File: src/hdl/cmdfw_pkg.sv
package cmdfw_pkg;

   // request kinds, carried on req_tuser
   typedef enum logic [1:0] {
      CMD_START = 2'd0,
      CMD_BODY  = 2'd1,
      CMD_RX    = 2'd2,
      CMD_TICK  = 2'd3
   } command_type;

   // final command status codes
   typedef enum logic [1:0] {
      ST_ACK     = 2'd0,
      ST_NACK    = 2'd1,
      ST_UNKNOWN = 2'd2,
      ST_TIMEOUT = 2'd3
   } status_type;

   // work handed from the front to the back
   typedef enum logic [1:0] {
      JOB_START  = 2'd0,
      JOB_BODY   = 2'd1,
      JOB_STATUS = 2'd2
   } job_kind_type;

   typedef struct packed {
      job_kind_type kind;
      logic         trailer;   // append checksum, CR, LF
      logic [7:0]   data;      // id for start, byte for body
      logic [15:0]  length;
      logic [7:0]   checksum;
      status_type   status;
   } job_type;

   localparam logic [7:0] SYNC0_BYTE = 8'hA0;
   localparam logic [7:0] SYNC1_BYTE = 8'hA1;
   localparam logic [7:0] CR_BYTE    = 8'h0D;
   localparam logic [7:0] LF_BYTE    = 8'h0A;
   localparam logic [7:0] ACK_BYTE   = 8'h83;
   localparam logic [7:0] NACK_BYTE  = 8'h84;

   localparam int TIMEOUT_RESET = 1000;

endpackage

File: src/hdl/cmdfw_front.sv
module cmdfw_front (
   input  logic                  clock,
   input  logic                  reset,
   input  logic                  accept,
   input  cmdfw_pkg::command_type command,
   input  logic [7:0]            message_id,
   input  logic [15:0]           body_length,
   input  logic [7:0]            data_byte,
   input  logic [15:0]           timeout_ticks,
   output logic                  push,
   output cmdfw_pkg::job_type    job
);
   import cmdfw_pkg::*;

   typedef enum logic [1:0] {
      PH_IDLE = 2'd0,
      PH_BODY = 2'd1,
      PH_WAIT = 2'd2
   } phase_type;

   phase_type   phase_ff, phase_in;
   logic [7:0]  pending_id_ff, pending_id_in;
   logic [7:0]  running_xor_ff, running_xor_in;
   logic [15:0] bytes_left_ff, bytes_left_in;
   logic [7:0]  previous_rx_ff, previous_rx_in;
   logic        header_seen_ff, header_seen_in;
   logic [15:0] elapsed_ff, elapsed_in;

   logic [7:0]  new_xor;
   logic [15:0] new_left;
   logic        hdr_next;
   logic [15:0] tick_count;

   always_comb begin
      phase_in       = phase_ff;
      pending_id_in  = pending_id_ff;
      running_xor_in = running_xor_ff;
      bytes_left_in  = bytes_left_ff;
      previous_rx_in = previous_rx_ff;
      header_seen_in = header_seen_ff;
      elapsed_in     = elapsed_ff;
      push           = 1'b0;
      job            = '0;
      new_xor        = running_xor_ff ^ data_byte;
      new_left       = bytes_left_ff - 16'd1;
      hdr_next       = header_seen_ff |
                       ((previous_rx_ff == SYNC0_BYTE) && (data_byte == SYNC1_BYTE));
      tick_count     = (elapsed_ff != 16'hFFFF) ? elapsed_ff + 16'd1 : elapsed_ff;

      case (command)
         CMD_START: begin
            pending_id_in  = message_id;
            running_xor_in = message_id;
            bytes_left_in  = body_length;
            push           = 1'b1;
            job.kind       = JOB_START;
            job.data       = message_id;
            job.length     = body_length;
            job.checksum   = message_id;
            job.trailer    = (body_length == 16'd0);
            if (body_length == 16'd0) begin
               phase_in       = PH_WAIT;
               previous_rx_in = '0;
               header_seen_in = 1'b0;
               elapsed_in     = '0;
            end else begin
               phase_in = PH_BODY;
            end
         end
         CMD_BODY: begin
            if (phase_ff == PH_BODY) begin
               running_xor_in = new_xor;
               bytes_left_in  = new_left;
               push           = 1'b1;
               job.kind       = JOB_BODY;
               job.data       = data_byte;
               job.checksum   = new_xor;
               job.trailer    = (new_left == 16'd0);
               if (new_left == 16'd0) begin
                  phase_in       = PH_WAIT;
                  previous_rx_in = '0;
                  header_seen_in = 1'b0;
                  elapsed_in     = '0;
               end
            end
         end
         CMD_RX: begin
            if (phase_ff == PH_WAIT) begin
               header_seen_in = hdr_next;
               previous_rx_in = data_byte;
               if (hdr_next && ((previous_rx_ff == ACK_BYTE) ||
                                (previous_rx_ff == NACK_BYTE))) begin
                  push     = 1'b1;
                  job.kind = JOB_STATUS;
                  phase_in = PH_IDLE;
                  if (data_byte != pending_id_ff)
                     job.status = ST_UNKNOWN;
                  else if (previous_rx_ff == ACK_BYTE)
                     job.status = ST_ACK;
                  else
                     job.status = ST_NACK;
               end
            end
         end
         CMD_TICK: begin
            if (phase_ff == PH_WAIT) begin
               elapsed_in = tick_count;
               if (tick_count >= timeout_ticks) begin
                  push       = 1'b1;
                  job.kind   = JOB_STATUS;
                  job.status = ST_TIMEOUT;
                  phase_in   = PH_IDLE;
               end
            end
         end
         default: begin
            push = 1'b0;
         end
      endcase
   end

   always_ff @(posedge clock) begin
      if (reset) begin
         phase_ff       <= PH_IDLE;
         pending_id_ff  <= '0;
         running_xor_ff <= '0;
         bytes_left_ff  <= '0;
         previous_rx_ff <= '0;
         header_seen_ff <= 1'b0;
         elapsed_ff     <= '0;
      end else if (accept) begin
         phase_ff       <= phase_in;
         pending_id_ff  <= pending_id_in;
         running_xor_ff <= running_xor_in;
         bytes_left_ff  <= bytes_left_in;
         previous_rx_ff <= previous_rx_in;
         header_seen_ff <= header_seen_in;
         elapsed_ff     <= elapsed_in;
      end
   end

endmodule

File: src/hdl/cmdfw_queue.sv
module cmdfw_queue #(
   parameter int DEPTH = 4
) (
   input  logic               clock,
   input  logic               reset,
   input  logic               push,
   input  cmdfw_pkg::job_type push_job,
   output logic               full,
   input  logic               pop,
   output logic               head_valid,
   output cmdfw_pkg::job_type head_job
);
   import cmdfw_pkg::*;

   localparam int PTR_W = (DEPTH > 1) ? $clog2(DEPTH) : 1;
   localparam int CNT_W = $clog2(DEPTH + 1);

   job_type            mem_ff [DEPTH];
   logic [PTR_W-1:0]   wr_ptr_ff, wr_ptr_in;
   logic [PTR_W-1:0]   rd_ptr_ff, rd_ptr_in;
   logic [CNT_W-1:0]   count_ff, count_in;
   logic               do_push, do_pop;

   assign full       = (count_ff == CNT_W'(DEPTH));
   assign head_valid = (count_ff != '0);
   assign head_job   = mem_ff[rd_ptr_ff];
   assign do_push    = push && !full;
   assign do_pop     = pop && head_valid;

   always_comb begin
      wr_ptr_in = wr_ptr_ff;
      rd_ptr_in = rd_ptr_ff;
      count_in  = count_ff;
      if (do_push)
         wr_ptr_in = (wr_ptr_ff == PTR_W'(DEPTH - 1)) ? '0 : wr_ptr_ff + 1'b1;
      if (do_pop)
         rd_ptr_in = (rd_ptr_ff == PTR_W'(DEPTH - 1)) ? '0 : rd_ptr_ff + 1'b1;
      if (do_push && !do_pop)
         count_in = count_ff + 1'b1;
      else if (do_pop && !do_push)
         count_in = count_ff - 1'b1;
   end

   always_ff @(posedge clock) begin
      if (reset) begin
         wr_ptr_ff <= '0;
         rd_ptr_ff <= '0;
         count_ff  <= '0;
      end else begin
         wr_ptr_ff <= wr_ptr_in;
         rd_ptr_ff <= rd_ptr_in;
         count_ff  <= count_in;
      end
   end

   always_ff @(posedge clock) begin
      if (do_push)
         mem_ff[wr_ptr_ff] <= push_job;
   end

endmodule

File: src/hdl/cmdfw_back.sv
module cmdfw_back (
   input  logic               clock,
   input  logic               reset,
   input  logic               job_valid,
   input  cmdfw_pkg::job_type job,
   output logic               pop,
   output logic               rsp_valid,
   input  logic               rsp_ready,
   output logic               rsp_is_status,
   output logic [7:0]         rsp_tx_byte,
   output logic [1:0]         rsp_status,
   output logic               rsp_last
);
   import cmdfw_pkg::*;

   logic [2:0] step_ff, step_in;
   logic       valid_ff, valid_in;
   logic       is_status_ff, is_status_in;
   logic [7:0] tx_byte_ff, tx_byte_in;
   logic [1:0] status_ff, status_in;
   logic       last_ff, last_in;

   logic       load;
   logic [2:0] idx;
   logic       last_step;

   // body jobs reuse the tail of the start sequence: id slot onward
   always_comb begin
      idx       = (job.kind == JOB_BODY) ? step_ff + 3'd4 : step_ff;
      last_step = 1'b0;
      tx_byte_in = '0;
      status_in  = '0;
      is_status_in = 1'b0;
      case (job.kind)
         JOB_STATUS: begin
            is_status_in = 1'b1;
            status_in    = job.status;
            last_step    = 1'b1;
         end
         JOB_START, JOB_BODY: begin
            last_step = ((idx == 3'd4) && !job.trailer) || (idx == 3'd7);
            case (idx)
               3'd0:    tx_byte_in = SYNC0_BYTE;
               3'd1:    tx_byte_in = SYNC1_BYTE;
               3'd2:    tx_byte_in = job.length[15:8];
               3'd3:    tx_byte_in = job.length[7:0];
               3'd4:    tx_byte_in = job.data;
               3'd5:    tx_byte_in = job.checksum;
               3'd6:    tx_byte_in = CR_BYTE;
               default: tx_byte_in = LF_BYTE;
            endcase
         end
         default: begin
            last_step = 1'b1;
         end
      endcase

      load    = job_valid && (!valid_ff || rsp_ready);
      pop     = load && last_step;
      last_in = last_step;
      step_in = step_ff;
      if (load)
         step_in = last_step ? 3'd0 : step_ff + 3'd1;
      valid_in = valid_ff;
      if (load)
         valid_in = 1'b1;
      else if (rsp_ready)
         valid_in = 1'b0;
   end

   always_ff @(posedge clock) begin
      if (reset) begin
         step_ff  <= '0;
         valid_ff <= 1'b0;
      end else begin
         step_ff  <= step_in;
         valid_ff <= valid_in;
      end
   end

   always_ff @(posedge clock) begin
      if (load) begin
         is_status_ff <= is_status_in;
         tx_byte_ff   <= tx_byte_in;
         status_ff    <= status_in;
         last_ff      <= last_in;
      end
   end

   assign rsp_valid     = valid_ff;
   assign rsp_is_status = is_status_ff;
   assign rsp_tx_byte   = tx_byte_ff;
   assign rsp_status    = status_ff;
   assign rsp_last      = last_ff;

endmodule

File: src/hdl/command_frame_and_ack_waiter_core.sv
// Channel    | Direction | Carries
// req_*      | in        | tuser command, tdata id / length / byte
// rsp_*      | out       | tuser is_status, tdata tx_byte / status, tlast
// csr_*      | in/out    | APB register timeout_ticks at 0x0
//
// The front takes one request per clock while the job queue has room and
// updates phase, checksum and scanner state in that same cycle.
// The back emits one result per clock unless rsp_tready stalls it: 5 or 8 for
// a start, 1 or 4 for a body byte, 1 for a status; other requests queue no job.
// Output register on the back; a stalled rsp side fills the queue, then
// req_tready drops. Synchronous active-high reset, no clearing pass.
module command_frame_and_ack_waiter_core #(
   parameter int QUEUE_DEPTH = 4
) (
   input  logic        clock,
   input  logic        reset,
   // request channel
   input  logic        req_tvalid,
   output logic        req_tready,
   input  logic [31:0] req_tdata,   // [7:0] message_id, [23:8] body_length,
                                    // [31:24] data_byte
   input  logic [1:0]  req_tuser,   // [1:0] command
   // result channel
   output logic        rsp_tvalid,
   input  logic        rsp_tready,
   output logic [15:0] rsp_tdata,   // [7:0] tx_byte, [9:8] status, rest zero
   output logic        rsp_tuser,   // [0] is_status
   output logic        rsp_tlast,
   // configuration
   input  logic        csr_psel,
   input  logic        csr_penable,
   input  logic        csr_pwrite,
   input  logic [2:0]  csr_paddr,
   input  logic [31:0] csr_pwdata,
   output logic [31:0] csr_prdata,
   output logic        csr_pready
);
   import cmdfw_pkg::*;

   logic [15:0] timeout_ff;
   logic        cfg_write;

   logic        accept;
   logic        push;
   job_type     push_job;
   logic        queue_full;
   logic        job_valid;
   job_type     head_job;
   logic        pop;

   logic        out_is_status;
   logic [7:0]  out_tx_byte;
   logic [1:0]  out_status;

   // register 0 lives in the low word; anything at 0x4 and up is ignored
   assign csr_pready = 1'b1;
   assign cfg_write  = csr_psel && csr_penable && csr_pwrite && !csr_paddr[2];
   assign csr_prdata = csr_paddr[2] ? 32'd0 : {16'd0, timeout_ff};

   always_ff @(posedge clock) begin
      if (reset)
         timeout_ff <= 16'(TIMEOUT_RESET);
      else if (cfg_write)
         timeout_ff <= csr_pwdata[15:0];
   end

   assign req_tready = !queue_full;
   assign accept     = req_tvalid && req_tready;

   cmdfw_front u_front (
      .clock         (clock),
      .reset         (reset),
      .accept        (accept),
      .command       (command_type'(req_tuser)),
      .message_id    (req_tdata[7:0]),
      .body_length   (req_tdata[23:8]),
      .data_byte     (req_tdata[31:24]),
      .timeout_ticks (timeout_ff),
      .push          (push),
      .job           (push_job)
   );

   // the front only commits a job on an accepted request
   cmdfw_queue #(
      .DEPTH (QUEUE_DEPTH)
   ) u_queue (
      .clock      (clock),
      .reset      (reset),
      .push       (push && accept),
      .push_job   (push_job),
      .full       (queue_full),
      .pop        (pop),
      .head_valid (job_valid),
      .head_job   (head_job)
   );

   cmdfw_back u_back (
      .clock         (clock),
      .reset         (reset),
      .job_valid     (job_valid),
      .job           (head_job),
      .pop           (pop),
      .rsp_valid     (rsp_tvalid),
      .rsp_ready     (rsp_tready),
      .rsp_is_status (out_is_status),
      .rsp_tx_byte   (out_tx_byte),
      .rsp_status    (out_status),
      .rsp_last      (rsp_tlast)
   );

   assign rsp_tdata = {6'd0, out_status, out_tx_byte};
   assign rsp_tuser = out_is_status;

`ifndef SYNTH
   // a request is never accepted into a full queue
   assert property (@(posedge clock) disable iff (reset) accept |-> !queue_full)
      else $error("request accepted with job queue full");

   // status results are single and carry a zero frame byte
   assert property (@(posedge clock) disable iff (reset)
      (rsp_tvalid && rsp_tuser) |-> (rsp_tlast && (rsp_tdata[7:0] == 8'd0)))
      else $error("status result malformed");

   // a frame byte result carries a zero status
   assert property (@(posedge clock) disable iff (reset)
      (rsp_tvalid && !rsp_tuser) |-> (rsp_tdata[9:8] == 2'd0))
      else $error("frame byte result with status set");

   // reset leaves no queued work and no pending result
   assert property (@(posedge clock) reset |=> (!job_valid && !rsp_tvalid))
      else $error("work left after reset");
`endif

endmodule
File: config.mk
export PLATFORM = sky130hd
export DESIGN_NAME = command_frame_and_ack_waiter_core
export DESIGN_NICKNAME = d
export VERILOG_FILES = /design/src/hdl/cmdfw_pkg.sv /design/src/hdl/cmdfw_front.sv /design/src/hdl/cmdfw_queue.sv /design/src/hdl/cmdfw_back.sv /design/src/hdl/command_frame_and_ack_waiter_core.sv
export SDC_FILE = /design/constraint.sdc
export NUM_CORES = 1
export LEC_CHECK = 0
export BUFFER_PORTS_ARGS = -buffer_cell sky130_fd_sc_hd__buf_2
export CAP_MARGIN = 20
export CORE_MARGIN = 2
export CORE_UTILIZATION = 30
export DETAILED_ROUTE_END_ITERATION = 16
export GPL_TIMING_DRIVEN = 0
export PLACE_DENSITY_LB_ADDON = 0.15
export SYNTH_ARGS = -nofsm -noshare
export SYNTH_HDL_FRONTEND = slang
export SYNTH_SLANG_ARGS = --single-unit
File: constraint.sdc
create_clock -name clock -period 4.96 [get_ports clock]
set_input_delay 1.488 -clock clock [delete_from_list [all_inputs] [get_ports clock]]
set_output_delay 1.488 -clock clock [all_outputs]
set_load 0.1 [all_outputs]
# == Yosys cells after proc, flatten, opt, wreduce, memory -nomap -nowiden ==
# Memories as Yosys holds them, arrays and structs flattened. A register that Yosys moved wholly into a read port is not among the register bits.
# Index checks and enable logic that the tools add are counted.
# totals
mem_count,1
ff_bits,98
ramBits,148
# op_classes
n_addsub,8
n_reduce_logical,40
n_mux,67
n_eq_ne,30
n_bitwise,2
magnitude_cmp,1
# mem_list
name,depth,width,rd,rd_ports_with_merged_regs,wr,line,text
u_queue.mem_ff,4,37,1,1,1,cmdfw_queue.sv:18,job_type mem_ff [DEPTH];
# op_table
op,n
$mux 16,8
$pmux 8 s7,1
$mux 8,6
$pmux 16 s3,1
$mux 2,20
$eq 8x8->1 const B,4
$logic_not 16->1,2
$pmux 16 s2,1
$pmux 8 s2,2
$pmux 8 s3,1
$pmux 9 s2,1
$add 16x1->16 const B,1
$ge 16x16->1,1
$mux 1,16
$ne 16x16->1 const B,1
$pmux 2 s4,2
$sub 16x1->16 const B,1
$eq 3x3->1 const B,5
$logic_and 1x1->1,14
$ne 2x1->1 const B,7
$eq 2x2->1 const B,6
$mux 3,4
$reduce_and 6->1,2
$mux 10,1
23 further kinds,40

# == Longest topological paths before layout ==
# logic_depth
depth_word,13
depth_mapped,21
mapped_depth_nobuf,19

# == By module ==
# From an unflattened synthesis, not the netlist that was laid out.
# hier_totals
hier_cells,1057
area_unflattened_um2,12299.3
# modules_own_cells
module,cells_per_inst,instances,seq_area_each_um2,area_per_inst_um2
cmdfw_queue,243,1,4624.4,5843.1
cmdfw_front,607,1,1181.1,4473.0
command_frame_and_ack_waiter_core,115,1,320.3,1018.5
cmdfw_back,92,1,440.4,964.7

# == Least setup slack after synthesis ==
# Ideal clock, no wire load.
# synth_path
path_kind,input-to-output
from,input port csr_paddr[2]
to,output port csr_prdata[10]
slack_ps,353
stages,3
required_ps,3472
n_path_buf,2
t_arrival_ps,3119
cell_sequence,clkbuf_1 clkbuf_1 nor2_1
# synth_via
elab_chain_cells,1
# synth_lines
element,line,text
start: declaration,command_frame_and_ack_waiter_core.sv:33,"input logic [2:0] csr_paddr,"
$mux 16,command_frame_and_ack_waiter_core.sv:58,"assign csr_prdata = csr_paddr[2] ? 32'd0 : {16'd0, timeout_ff};"
end: declaration,command_frame_and_ack_waiter_core.sv:35,"output logic [31:0] csr_prdata,"
# Every way passes these cells.

# == Worst setup path after layout ==
# layout_path
from,register u_front.elapsed_ff[1]
to,register u_queue.count_ff[2]
# layout_via
elab_chain_cells,11
word_cells_on_any_way,14
cone_classes,add/sub (1); order compare (1); eq/ne (1); mux (5); reduce/logical (6)
# layout_lines
element,line,text
start: declaration,cmdfw_front.sv:27,"logic [15:0] elapsed_ff, elapsed_in;"
start signal: assignment,cmdfw_front.sv:138,elapsed_ff <= elapsed_in;
$add 16x1->16 or $ne 16x16->1 (tied branches),cmdfw_front.sv:48,tick_count = (elapsed_ff != 16'hFFFF) ? elapsed_ff + 16'd1 : elapsed_ff;
$mux 16 *,cmdfw_front.sv:48,
$ge 16x16->1 *,cmdfw_front.sv:108,if (tick_count >= timeout_ticks) begin
$mux 1 *,cmdfw_front.sv:108,
$mux 1 *,cmdfw_front.sv:106,if (phase_ff == PH_WAIT) begin
$pmux 1 s4 *,cmdfw_front.sv:50,case (command)
$logic_and 1x1->1 *,command_frame_and_ack_waiter_core.sv:89,".push (push && accept),"
$logic_and 1x1->1 *,cmdfw_queue.sv:27,assign do_push = push && !full;
net u_queue.do_push,cmdfw_queue.sv:22,"logic do_push, do_pop;"
$logic_not 1->1,cmdfw_queue.sv:40,else if (do_pop && !do_push)
$logic_and 1x1->1,cmdfw_queue.sv:40,
$reduce_bool 2->1 (no source line),--,
end signal: assignment,cmdfw_queue.sv:52,count_ff <= count_in;
end: declaration,cmdfw_queue.sv:21,"logic [CNT_W-1:0] count_ff, count_in;"
# Mark *: on every way through the listed nets, which the timed path passes. The rest lies on a longest branch.
# A chain may end at the register's enable or synchronous reset.

==> flow_metrics.py <==
metrics = {
    "critical_path": {
        "criticalPathCategory": "register to register",
        "r2r_setup_slack_ns": 0.35,
        "critical_path.startpoint_type": "register",
        "worstPathMaxFanout": 9,
        "r2r_cells": 20,
        "critPathLaunch": "u_front.elapsed_ff[1]",
        "critPathRequiredTime_ns": 5.46,
        "path_buf_inv": 2,
        "arrival_ns": 5.11,
        "cp_top_family": "simple AND/OR/NAND/NOR gates",
        "worstSetupEndpointType": "register",
        "slowest_stage": "or3_1",
        "rr_startpoint": "u_front.elapsed_ff[1]",
        "r2r-end": "u_queue.count_ff[2]",
        "critPathMaxStageDelay_ns": 0.46,
        "cp_cell_sequence": "ha_2 > nand3_1 > or3_1 > or2_4 > nand2_2 > nor2_1 > xor2_1 > ha_1 > a21o_1 > a2111oi_0 > nor4b_1 > a31o_2 > a22o_1 > buf_6 > ha_1 > inv_1 > fa_1 > xor2_1 > or3_1 > a21oi_1",
    },
    "hold_path": {
        "min_path_cells": 2,
        "worstHoldPathType": "register to register",
        "hp-start": "timeout_ff[13]",
        "min_to": "timeout_ff[13]",
    },
    "finish": {
        "drive_above_1_share_pct": 18.8,
        "area_growth_pct": 17.9,
        "antennaDiodeCount": 0,
        "num-nets-final": 1290,
        "num-fill-cells": 3951,
        "fin_util_pct": 35.6,
        "mostFrequentLayoutCells": "edfxtp_1 (160), nand2_1 (113), buf_2 (92), dfxtp_1 (87), nor2_1 (82)",
        "final_common_cell": "edfxtp_1",
    },
    "run_status": {
        "status": "finished clean",
    },
    "synthesis": {
        "synth_area_per_cell_um2": 11.4,
        "ys_seq_area_share_pct": 54.9,
        "syn_area_um2": 12000,
        "synth-edff-count": 160,
        "synth_cell_type_count": 81,
        "yosysWarnings": 0,
        "synth_ff_type": "edfxtp_1",
        "synthCells": 1051,
        "synthTopCellsByArea": "edfxtp_1 (40%), dfxtp_1 (15%), mux4_2 (7.0%), nand2_1 (3.6%), ha_1 (3.0%)",
        "synth_seq_cells": 248,
        "yosysTopAreaCell": "edfxtp_1",
        "synthArstFlopShare_pct": 0,
        "yosysTopAreaCellShare_pct": 40.2,
    },
    "pwr": {
        "intPower_mw": 4.16,
        "switching_power_mw": 2.20,
        "vdd_drop_max_mv": 0.217,
        "p_per_area_nw_per_um2": 451,
        "leakagePower_nw": 5.05,
        "swShare_pct": 34.6,
        "combPwrFrac_pct": 28.4,
        "seqPwrFrac_pct": 38.2,
        "pwr-share-clk_pct": 33.4,
    },
    "drt": {
        "wl_mm": 32.9,
        "ant_nets": 0,
        "drc": 0,
        "wl_met1_mm": 15.8,
        "dr.pass1.iters": 5,
        "dr_wl_met2_mm": 15.3,
        "drtIter0Drc": 517,
        "via_per_inst": 4.89,
        "dr.max_layer_used": "met4",
        "vias": 8471,
        "wire_per_inst_um": 19.0,
        "met3_length_mm": 1.22,
    },
    "sta": {
        "fmax_mhz": 217,
        "rsz0062_at_grt": "no",
        "worst_pin_slew_ns": 1.06,
        "slew_headroom_pct": 29.5,
        "setup_tns_ns": 0,
        "fin_skew_ns": 0.0129,
        "finalCriticalPeriod_ns": 4.61,
        "setup_viol": 0,
        "hold_viol_final": 0,
        "maxSlewViolCount": 0,
        "fin_crit_sh_pct": 93.0,
    },
    "die": {
        "start_util_pct": 30.2,
        "die_w_um": 204,
        "die_y_um": 204,
        "ioPinCount": 129,
        "fp-row-count": 73,
        "coreArea_um2": 39500,
        "die_area_um2": 41500,
    },
    "global_route": {
        "grt_usage_pct": 15.9,
        "grt_pass1_wl_mm": 50.5,
        "grt_max_degree": 38,
        "grt_pass1_vias": 8284,
        "gr-total-overflow": 0,
        "antenna_found_initial": 2,
    },
    "clock_network": {
        "cts.sinks": 248,
        "cts_buffers": 29,
        "max-clock-path-buffers": 3,
        "htreeDepth": 1,
        "cts-root-buf": "clkbuf_16",
        "postCtsHoldBufs": 0,
        "cts_tree": "yes",
        "clock_latency_ns": 0.57,
        "cts.clk_slew.worst_paths_ns": 0.06,
    },
    "flow_run": {
        "drv_cap": 0,
    },
    "placed_design": {
        "gp_congestion": 0.796,
        "port_buffers": 77,
        "hpwl_mm": 23.5,
    },
}
-- area by class of cell --
class                           count  area [um^2]  share of cell area (%)
Sequential cell                   248         6570                    46.6
Tap cell                          525          657                    4.66
Inverter                           43          161                    1.15
Multi-Input combinational cell    693         4860                    34.5
Timing Repair Buffer               82          455                    3.23
Clock inverter                     23          210                    1.49
Buffer                             87          450                    3.20
Clock buffer                       30          729                    5.18
-- worst min-delay path, delay by kind of cell (launching register included) --
kind            cells  cell delay, ns
compound gates      1            0.05
simple gates        1            0.05
flops               1            0.31
-- state kept, by name (all words and copies together) (netlist names), named ones only --
register                flops
u_back.rsp_valid            1
u_queue.wr_ptr_ff           2
timeout_ff                 16
u_back.rsp_is_status        1
u_front.pending_id_ff       8
u_queue.count_ff            3
u_queue.rd_ptr_ff           2
u_back.rsp_last             1
u_front.running_xor_ff      8
u_back.rsp_status           2
u_back.rsp_tx_byte          8
u_front.previous_rx_ff      8
u_back.step_ff              3
u_front.phase_ff            2
u_front.bytes_left_ff      16
u_front.elapsed_ff         16
u_front.header_seen_ff      1
u_queue.mem_ff            148
-- how the worst max path moves through the flow --
stage	end	cells past startpoint
2_1_floorplan	csr_prdata[10]	3
3_3_place_gp	u_queue.mem_ff[0][14]	16
3_5_place_dp	u_queue.count_ff[2]	21
4_1_cts	u_queue.count_ff[2]	21
5_1_grt	u_queue.count_ff[2]	18
6_report	u_queue.count_ff[2]	20
-- synthesized netlist by cell type, types with 20 or more instances --
cell type  number
a21oi_1        72
buf_4          26
clkbuf_1       41
dfxtp_1        88
edfxtp_1      160
ha_1           29
inv_1          42
mux4_2         37
nand2_1       114
nand3_1        20
nor2_1         82
nor3_1         22
o21ai_0        41
xnor2_1        27
-- power by group through the flow --
stage          sequential (mW)  clock (mW)  combinational [mW]
6_report                  2.43        2.12                1.81
5_1_grt                   2.45        2.26                1.95
4_1_cts                   2.43        2.18                1.82
3_5_place_dp              2.47           0                1.81
3_3_place_gp              2.47           0                1.81
2_1_floorplan             2.86           0                1.01
-- what timing repair did --
item,CTS,global route
buffers inserted,0,1
gates resized for setup,3,2
cloned,0,0
pin swaps,0,2
endpoints found under the setup margin,133,97
-- logic make-up after synthesis --
group | after synthesis | share of synthesized area [%]
compound gates | 219 | 12.1
xor+xnor | 33 | 2.48
fa+ha+maj | 30 | 3.20
buf+inv | 131 | 5.15
flops | 248 | 54.9
mux | 48 | 7.91
other cells | 2 | 0.0628
simple gates | 340 | 14.2
-- per-stage QoR --
stage	std cells	setup slack [ns]	total power, mW	area (um^2)	hold slack [ns]
floorplan	1072	0.353	3.87	12000	0.436
global placement	1674	-0.862	4.28	13100	0.444
detailed placement	1675	-0.141	4.29	13100	0.447
CTS	1728	0.0104	6.43	14000	0.456
global route	1731	0.0137	6.65	14100	0.471
finish	1731	0.346	6.35	14100	0.455
-- metal layers --
layer  vias to the layer above  global-route usage [%]
met5                         -                       0
met1                      4123                    22.2
li1                       4115                       -
met2                       192                    26.2
met3                        41                    2.21
met4                         0                    3.81
Power figures use the tool's default switching activity.
